**src/hdl/rtlt_pkg.sv**
```systemverilog
// Shared types and codes for the round-trip latency tracker.
package rtlt_pkg;

    localparam int ID_W    = 16;
    localparam int NOW_W   = 63;
    localparam int SAMPLE_W = 32;
    localparam int INDEX_W = 10;

    localparam logic [1:0] OP_PUBLISH  = 2'd0;
    localparam logic [1:0] OP_ACK      = 2'd1;
    localparam logic [1:0] OP_INTERNAL = 2'd2;

    localparam logic KIND_INTERNAL   = 1'b0;
    localparam logic KIND_ROUND_TRIP = 1'b1;

    typedef enum logic {
        S_IDLE,
        S_SCAN
    } t_state;

    typedef struct packed {
        logic [1:0]                 operation;
        logic [ID_W-1:0]            message_id;
        logic [NOW_W-1:0]           now_us;
        logic signed [SAMPLE_W-1:0] internal_sample_us;
    } t_in_item;

    typedef struct packed {
        logic                       sample_valid;
        logic                       sample_kind;
        logic signed [SAMPLE_W-1:0] sample_us;
        logic [INDEX_W-1:0]         sample_index;
        logic                       ack_matched;
        logic                       capture_done;
    } t_out_item;

    typedef struct packed {
        logic wr_en;
        logic clr_en;
    } t_slot_ctl;

endpackage

```
**src/hdl/rtlt_slots.sv**
```systemverilog
// Pending-message slot table: id and send-time memories with per-slot live bits.
module rtlt_slots import rtlt_pkg::*; #(
    parameter int DEPTH = 32,
    parameter int AW    = 5
) (
    input  logic                i_clk,
    input  logic                i_rst_n,
    input  t_slot_ctl           i_ctl,
    input  logic [AW-1:0]       i_wr_addr,
    input  logic [ID_W-1:0]     i_wr_id,
    input  logic [SAMPLE_W-1:0] i_wr_time,
    input  logic [AW-1:0]       i_clr_addr,
    input  logic [AW-1:0]       i_rd_addr,
    output logic [ID_W-1:0]     o_rd_id,
    output logic [SAMPLE_W-1:0] o_rd_time,
    output logic                o_rd_live
);

    logic [ID_W-1:0]     r_id_mem   [DEPTH];
    // Only the low bits of the send time matter, since samples are cut to 32 bits.
    logic [SAMPLE_W-1:0] r_time_mem [DEPTH];
    logic [DEPTH-1:0]    r_live;

    always_ff @(posedge i_clk) begin
        if (i_ctl.wr_en) begin
            r_id_mem[i_wr_addr]   <= i_wr_id;
            r_time_mem[i_wr_addr] <= i_wr_time;
        end
        o_rd_id   <= r_id_mem[i_rd_addr];
        o_rd_time <= r_time_mem[i_rd_addr];
    end

    always_ff @(posedge i_clk) begin
        if (!i_rst_n) begin
            r_live    <= '0;
            o_rd_live <= 1'b0;
        end else begin
            if (i_ctl.wr_en) begin
                r_live[i_wr_addr] <= 1'b1;
            end
            if (i_ctl.clr_en) begin
                r_live[i_clr_addr] <= 1'b0;
            end
            o_rd_live <= r_live[i_rd_addr];
        end
    end

endmodule

```
**src/hdl/round_trip_latency_tracker_top.sv**
```systemverilog
// Top level of the round-trip latency tracker: sequencer, counters and result register.
// Publish, internal-sample, unused-code and zero-id ack transactions: result in the cycle
// after acceptance, and busy stays low, so one such transaction can enter every cycle.
// Acknowledge with a nonzero id: the slot table is scanned one slot per cycle through
// the single id comparator; a live match clears its slot and ends the scan, and a miss
// ends it after the last slot. Busy is high for the whole scan.
// Synchronous reset frees every slot and clears the pointer, both counts and the strobe.
module round_trip_latency_tracker_top import rtlt_pkg::*; #(
    parameter int PENDING_DEPTH = 32,
    parameter int CAPTURE_LEN   = 1024
) (
    input  logic      i_clk,
    input  logic      i_rst_n,
    input  logic      start,
    output logic      busy,
    input  t_in_item  i_item,
    output t_out_item o_result,
    output logic      o_result_valid
);

    localparam int AW = (PENDING_DEPTH > 1) ? $clog2(PENDING_DEPTH) : 1;
    localparam int CW = $clog2(CAPTURE_LEN + 1);
    localparam logic [AW-1:0] LAST_SLOT = AW'(PENDING_DEPTH - 1);
    localparam logic [CW-1:0] CAP       = CW'(CAPTURE_LEN);

    t_state              r_state, n_state;
    logic [AW-1:0]       r_ptr, n_ptr;
    logic [AW-1:0]       r_idx, n_idx;
    logic [AW-1:0]       r_cmp_idx, n_cmp_idx;
    logic                r_cmp_vld, n_cmp_vld;
    logic                r_cmp_last, n_cmp_last;
    logic [ID_W-1:0]     r_ack_id, n_ack_id;
    logic [SAMPLE_W-1:0] r_ack_now, n_ack_now;
    logic [CW-1:0]       r_int_cnt, n_int_cnt;
    logic [CW-1:0]       r_rt_cnt, n_rt_cnt;
    t_out_item           r_result, n_result;
    logic                r_strobe, n_strobe;

    t_slot_ctl           slot_ctl;
    logic [ID_W-1:0]     rd_id;
    logic [SAMPLE_W-1:0] rd_time;
    logic                rd_live;
    logic                accept;
    logic                hit;

    rtlt_slots #(
        .DEPTH (PENDING_DEPTH),
        .AW    (AW)
    ) u_slots (
        .i_clk      (i_clk),
        .i_rst_n    (i_rst_n),
        .i_ctl      (slot_ctl),
        .i_wr_addr  (r_ptr),
        .i_wr_id    (i_item.message_id),
        .i_wr_time  (i_item.now_us[SAMPLE_W-1:0]),
        .i_clr_addr (r_cmp_idx),
        .i_rd_addr  (r_idx),
        .o_rd_id    (rd_id),
        .o_rd_time  (rd_time),
        .o_rd_live  (rd_live)
    );

    assign busy   = (r_state != S_IDLE);
    assign accept = start && (r_state == S_IDLE);
    assign hit    = r_cmp_vld && rd_live && (rd_id == r_ack_id);

    always_comb begin
        n_state    = r_state;
        n_ptr      = r_ptr;
        n_idx      = r_idx;
        n_cmp_idx  = r_idx;
        n_cmp_vld  = (r_state == S_SCAN);
        n_cmp_last = (r_idx == LAST_SLOT);
        n_ack_id   = r_ack_id;
        n_ack_now  = r_ack_now;
        n_int_cnt  = r_int_cnt;
        n_rt_cnt   = r_rt_cnt;
        n_result   = r_result;
        n_strobe   = 1'b0;
        slot_ctl   = '0;

        unique case (r_state)
            S_IDLE: begin
                if (accept) begin
                    n_result = '0;
                    n_strobe = 1'b1;
                    unique case (i_item.operation)
                        OP_PUBLISH: begin
                            if (i_item.message_id != '0) begin
                                slot_ctl.wr_en = 1'b1;
                                n_ptr = (r_ptr == LAST_SLOT) ? '0 : r_ptr + 1'b1;
                            end
                        end
                        OP_ACK: begin
                            if (i_item.message_id != '0) begin
                                // The result is produced when the scan ends.
                                n_strobe  = 1'b0;
                                n_ack_id  = i_item.message_id;
                                n_ack_now = i_item.now_us[SAMPLE_W-1:0];
                                n_idx     = '0;
                                n_state   = S_SCAN;
                            end
                        end
                        OP_INTERNAL: begin
                            if (r_int_cnt < CAP) begin
                                n_result.sample_valid = 1'b1;
                                n_result.sample_kind  = KIND_INTERNAL;
                                n_result.sample_us    = i_item.internal_sample_us;
                                n_result.sample_index = INDEX_W'(r_int_cnt);
                                n_int_cnt = r_int_cnt + 1'b1;
                            end
                        end
                        default: begin
                        end
                    endcase
                end
            end
            S_SCAN: begin
                n_idx = (r_idx == LAST_SLOT) ? '0 : r_idx + 1'b1;
                if (hit || (r_cmp_vld && r_cmp_last)) begin
                    n_result  = '0;
                    n_strobe  = 1'b1;
                    n_state   = S_IDLE;
                    n_cmp_vld = 1'b0;
                    if (hit) begin
                        slot_ctl.clr_en      = 1'b1;
                        n_result.ack_matched = 1'b1;
                        if (r_rt_cnt < CAP) begin
                            n_result.sample_valid = 1'b1;
                            n_result.sample_kind  = KIND_ROUND_TRIP;
                            n_result.sample_us    = $signed(r_ack_now - rd_time);
                            n_result.sample_index = INDEX_W'(r_rt_cnt);
                            n_rt_cnt = r_rt_cnt + 1'b1;
                        end
                    end
                end
            end
            default: begin
                n_state = S_IDLE;
            end
        endcase

        n_result.capture_done = (n_int_cnt >= CAP) && (n_rt_cnt >= CAP);
    end

    always_ff @(posedge i_clk) begin
        if (!i_rst_n) begin
            r_state   <= S_IDLE;
        end else begin
            r_state   <= n_state;
        end
    end

    always_ff @(posedge i_clk) begin
        if (!i_rst_n) begin
            r_ptr     <= '0;
            r_idx     <= '0;
            r_cmp_vld <= 1'b0;
            r_int_cnt <= '0;
            r_rt_cnt  <= '0;
            r_strobe  <= 1'b0;
        end else begin
            r_ptr     <= n_ptr;
            r_idx     <= n_idx;
            r_cmp_vld <= n_cmp_vld;
            r_int_cnt <= n_int_cnt;
            r_rt_cnt  <= n_rt_cnt;
            r_strobe  <= n_strobe;
        end
    end

    always_ff @(posedge i_clk) begin
        r_cmp_idx  <= n_cmp_idx;
        r_cmp_last <= n_cmp_last;
        r_ack_id   <= n_ack_id;
        r_ack_now  <= n_ack_now;
        r_result   <= n_result;
    end

    assign o_result       = r_result;
    assign o_result_valid = r_strobe;

endmodule
```
**config.mk**
```make
export PLATFORM = sky130hd
export DESIGN_NAME = round_trip_latency_tracker_top
export DESIGN_NICKNAME = d
export VERILOG_FILES = /design/src/hdl/rtlt_pkg.sv /design/src/hdl/rtlt_slots.sv /design/src/hdl/round_trip_latency_tracker_top.sv
export SDC_FILE = /design/constraint.sdc
export NUM_CORES = 2
export LEC_CHECK = 0
export BUFFER_PORTS_ARGS = -buffer_cell sky130_fd_sc_hd__buf_4
export CORE_ASPECT_RATIO = 0.6
export CORE_MARGIN = 2
export CORE_UTILIZATION = 48
export DETAILED_ROUTE_END_ITERATION = 8
export HOLD_SLACK_MARGIN = 0.12
export SLEW_MARGIN = 10
export SYNTH_ARGS = -nofsm -noshare
export SYNTH_HDL_FRONTEND = slang
export SYNTH_HIERARCHICAL = 1
export SYNTH_SLANG_ARGS = --single-unit
```
**constraint.sdc**
```tcl
create_clock -name i_clk -period 6.4 [get_ports i_clk]
set_clock_uncertainty 0.15 [all_clocks]
set_input_delay 1.6 -clock i_clk [delete_from_list [all_inputs] [get_ports i_clk]]
set_output_delay 1.6 -clock i_clk [all_outputs]
set_load 0.01 [all_outputs]
```
# ---- Yosys cells after proc, flatten, opt, wreduce, memory -nomap -nowiden
# Memories as Yosys holds them, arrays and structs flattened. A register that Yosys moved wholly into a read port is not among the register bits.
# Index checks and enable logic that the tools add are counted.
dict set report word_totals {
  reg_bits 168
  ramBits 1536
  input_bits 116
  wordCells 111
  n_memories 2
}
dict set report classes {
  n_addsub 5
  magnitude_cmp 9
  eq_ne 9
  muxes 48
  n_bitwise 4
  reduce_logical 15
}
# memory words width rd rd_clocked_by_memory_dff write_ports line_no
set memory_table {}
lappend memory_table {u_slots.r_time_mem 32 32 1 1 1 rtlt_slots.sv:21} ;# logic [SAMPLE_W-1:0] r_time_mem [DEPTH];
lappend memory_table {u_slots.r_id_mem 32 16 1 1 1 rtlt_slots.sv:19} ;# logic [ID_W-1:0] r_id_mem [DEPTH];
# operator n
set op_table {}
lappend op_table {{44-bit 2-to-1 mux} 3}
lappend op_table {{32-bit 2-to-1 mux} 3}
lappend op_table {{46-bit 2-to-1 mux} 2}
lappend op_table {{46-bit case mux with 2 select lines} 1}
lappend op_table {{11-bit 2-to-1 mux} 8}
lappend op_table {{45-bit 2-to-1 mux} 1}
lappend op_table {{32-bit bitwise AND} 1}
lappend op_table {{32-bit inverter} 1}
lappend op_table {{32-bit bitwise OR} 1}
lappend op_table {{32-bit subtractor} 1}
lappend op_table {{5-bit 2-to-1 mux} 5}
lappend op_table {{11-bit by 1-bit adder with 11-bit output (second input constant)} 2}
lappend op_table {{11-bit >= comparator (second input constant)} 2}
lappend op_table {{11-bit < comparator (second input constant)} 2}
lappend op_table {{1-bit 2-to-1 mux} 19}
lappend op_table {{5-bit by 6-bit < comparator with 1-bit output (second input constant)} 3}
lappend op_table {{16-bit equality test} 1}
lappend op_table {{16-bit nonzero test} 1}
lappend op_table {{5-bit by 1-bit adder with 5-bit output (second input constant)} 2}
lappend op_table {{1-bit demux with 5-bit select} 2}
lappend op_table {{5-bit equality test (second input constant)} 2}
lappend op_table {{5-bit by 1-bit >= comparator with 1-bit output (second input constant)} 2}
lappend op_table {{5-bit case mux with 2 select lines} 1}
lappend op_table {{4-bit AND reduction} 2}
lappend op_table {{other kinds (12)} 22}

# ---- Longest topological paths before layout
dict set report depth {
  word_depth 9
  depth_mapped 11
  ltp_nobuf 11
}

# ---- Modules after synthesis
# Netlist, hierarchy kept.
# mod instances cells_each area_per_inst_um2 seq_area_each_um2
set by_module_without_submodules {}
lappend by_module_without_submodules {rtlt_slots 1 2379 60558.1 47745.8}
lappend by_module_without_submodules {round_trip_latency_tracker_top 1 678 7024.2 3633.5}

# ---- Least setup slack after synthesis
# OpenSTA, ideal clock, no wires.
dict set report synth_path {
  path_type {input -> register}
  start {in i_item[100] (netlist name)}
  end {reg u_slots.r_live[20]}
  setup_ns 0.067
  arrival_time_ns 5.306
  path_slack_ns 0.877
  path_stages 8
  cell_sequence {nor4_1 -> a41oi_1 -> nand2_1 -> inv_1 -> or3b_2 -> clkbuf_1 -> nor2_1 -> o221a_2}
}
# element line_no
set synth_rtl {}
lappend synth_rtl {{start, declared} round_trip_latency_tracker_top.sv:16} ;# input t_in_item i_item,
lappend synth_rtl {{end signal, assigned} rtlt_slots.sv:35} ;# r_live <= '0;
lappend synth_rtl {{end signal, assigned by index} rtlt_slots.sv:39} ;# r_live[i_wr_addr] <= 1'b1;
lappend synth_rtl {{end signal, assigned by index} rtlt_slots.sv:42} ;# r_live[i_clr_addr] <= 1'b0;
lappend synth_rtl {{end, declared} rtlt_slots.sv:22} ;# logic [DEPTH-1:0] r_live;

==> metrics.txt <==
outcome complete, no violations; root buffer cell clkbuf_16; fmax 208 MHz; register area share after synthesis 76.0%; NetSw 0.00461 W; Crit path largest cell delay 0.91 ns; core area 140000 um2; pre-CTS setup slack 0.862 ns; All-Layer GR Usage 23.1%; final hold viol count 0; post-CTS sizing 0; combinational power share 3.8%; PD cells 296 nW/um2; Slowest-stage cell, CP nor2_4; RSZ-0062 raised after global routing no; H-tree depth 4; worst skew pair latency 0.77 ns; drt wl/cell 31.0 um; hold_buf cts 0; total number of vias 32800; drt total wl 165 mm; P_int 0.0181 W; area grow syn2layout 13.4%; Num CTS Buffers 155; critical path arrival 5.12 ns; clock network power share 40.7%; Cell Rows 106; Util after Layout 54.9%; drc violations 0; multi-input logic area 15600 um2; Post-Route Setup TNS 0 ns; Post-synth EDFFs 1629; # IOs 164; gpl congestion 0.861; Max Slew Vio Count 0; fill cell count 10400; Max clock buf depth 3; initial antenna violation count 4; Net Sw Frac 20.3%; Synth Area per Inst 22.1 um2; Starting Density 48.4%; Post-Syn Nets 3214; Detailed Place HPWL 95.4 mm; port bufs 132; Post-DRT Antenna Nets 0; fin worst setup slack 1.59 ns; Reg clk slew, reported paths 0.07 ns; Slew headroom 19.9%; final setup fails 0; # clock sinks 1752; Reg area 51400 um2; final period utilization 75.1%; ant diodes 0; CP max FO 34; CP Capture Type flip-flop; largest net degree at the start of global routing 135; nets 3471; layout cell share with drive strength beyond 1 31.7%; Yosys cell types 65; Overflow after GRT 0; WP buf/inv 4; critical path cell sequence buf_4 > nor4_1 > a41oi_1 > nand2_1 > inv_1 > nand3b_1 > buf_4 > nor2_4 > buf_4; Die Ht 295 um; Worst Path Required 6.71 ns; Main synth FF type edfxtp_1; vias in the first global route 32900; Design Area, Final 76700 um2; Seq pwr share 55.5%; number of vias per cell 6.14; Pwr Total 0.0227 W; flop-to-flop setup slack 2.14 ns; mapped cell area 67600 um2; Placed Area 71700 um2; Yosys reg bits 1752; yosys warns 6; Period minus WS final 4.81 ns; post-CTS setup repair buffer count 0; Post-synth ARST share 0%; first-pass GRT wire length 236 mm; crit-path leading delay family simple AND/OR/NAND/NOR gates; Leakage 23.7 nW; Chip Width 488 um; cell mode on critical path buf_4; Max VDD drop 0.249 mV; startpoint types input port; CTS tree built; slew of the pin with the lowest slew margin 1.20 ns; kind of critical path in -> reg; worst hold path type reg -> reg; DRT Pass-1 Iters 5; Syn Inst Count 3057; DRT iter0 DRCs 3939; Max Cap Viol 0; Die ar. 144000 um2
-- synthesized netlist by cell type (7+ instances only) --
master,number,area [um2]
edfxtp_1,1629,48900
or3b_2,7,61.3
a21oi_1,30,150
nor3_1,12,60.1
a21o_1,11,82.6
nor2b_1,18,113
a21boi_0,11,82.6
xor2_1,28,245
nor4_1,9,56.3
and3_1,10,62.6
xnor2_1,31,272
nor2_1,57,214
clkbuf_1,94,353
buf_2,40,200
nand2_1,80,300
or3_1,7,43.8
mux4_2,487,11000
nand3b_1,11,82.6
inv_1,51,191
dfxtp_1,123,2460
and2_1,15,93.8
ha_1,40,500
a31oi_1,12,75.1
nand3_1,19,95.1
o21ai_0,60,300
nand4_1,9,56.3
mux2i_1,7,70.1
mux2_2,49,552
o221a_2,32,360
-- metrics by stage --
stage | hold slack, ns | cells
floorplan | 0.208 | 3057
global placement | 0.348 | 5047
detailed placement | 0.360 | 5047
CTS | 0.371 | 5332
global route | 0.398 | 5332
finish | 0.373 | 5332
-- state kept, by name, summed over array words and instances (netlist names), named ones only --
register / count
u_slots/r_time_mem: 1024
u_slots/r_id_mem: 512
o_result: 46
r_ack_now: 32
u_slots/o_rd_time: 32
u_slots/r_live: 32
r_ack_id: 16
u_slots/o_rd_id: 16
n_cmp_idx: 5
r_cmp_idx: 5
r_ptr: 5
r_rt_cnt: 4
r_int_cnt: 3
busy: 1
o_result_valid: 1
r_cmp_last: 1
r_cmp_vld: 1
u_slots/o_rd_live: 1
-- final timing paths --
check        cells past startpoint                    start                                    to
min reg2reg                      2  r_int_cnt[9]$_SDFF_PN0_               r_int_cnt[9]$_SDFF_PN0_
max reg2reg                      9  r_ack_now[22]$_DFFE_PP_                o_result[43]$_DFFE_PP_
min                              2  r_int_cnt[9]$_SDFF_PN0_               r_int_cnt[9]$_SDFF_PN0_
max                              9              i_item[102]  u_slots/r_time_mem[14][18]$_DFFE_PP_
-- cells by family (layout without fill, tap and decap cells) --
group	Yosys count	count (layout)	synth area share [%]
DFF	1752	1752	76.0
and+or+nand+nor	272	272	2.06
xor gates and xnor gates	59	59	0.765
adders and majority gates	41	41	0.770
AOI/OAI and AO/OA	196	196	2.03
buffers and inverters	194	579	1.20
muxes	543	543	17.1
-- worst reg2reg max path: cells and delay by family (launching register included) --
kind            cells  cell delay (ns)
compound gates      5             1.78
xor+xnor            1             0.31
fa+ha+maj           1             0.42
flops               1             0.38
simple gates        2             0.95
-- final cells by class --
type                            instances  share of cell area, %
Sequential cell                      1752                   67.0
Multi-Input combinational cell       1111                   20.4
Clock buffer                          219                   5.69
Tap cell                             1890                   3.08
Timing Repair Buffer                  243                   2.71
Clock inverter                         66                  0.818
Inverter                               51                  0.250
-- cells in the final DEF, fill, tap and decap left out, types with 6 or more instances in the layout --
master     instances
buf_4            223
a31oi_1           12
xor2_1            28
or3_1              7
o21ai_1            6
nor2_1            25
mux4_2           487
buf_12            20
xnor2_1           31
clkinv_1          14
or3b_2             7
a21boi_0          11
clkinv_2          30
inv_1             51
ha_1              40
mux2_2            49
clkbuf_8          13
nand4_1            9
and2_1            15
nor3_1            12
bufinv_16         10
mux2i_1            7
edfxtp_1        1629
nor4_1             9
nand3_1           19
nand2_1           79
o21ai_0           60
clkbuf_1          45
and3_1             9
clkbuf_16        160
o221a_2           32
nor2_4            33
dfxtp_1          118
nor2b_1           17
nand3b_1          11
nand2b_1           6
a21oi_1           30
a21o_1            11
-- routing by layer --
layer / up-vias / routed length, um / track usage, %
li1: 13400 / - / -
met1: 17800 / 73800 / 35.8
met2: 1390 / 75800 / 34.4
met3: 189 / 12700 / 4.03
met4: 2 / 2790 / 5.32
met5: - / 13 / 0
-- power groups by stage --
stage / logic [W] / registers (W) / clock network, W
floorplan: 0.000463 / 0.0128 / 0
global placement: 0.000834 / 0.0128 / 0
detailed placement: 0.000860 / 0.0128 / 0
CTS: 0.000862 / 0.0126 / 0.00942
global route: 0.000920 / 0.0126 / 0.00987
finish: 0.000856 / 0.0126 / 0.00923
Power figures use the tool's default switching activity.
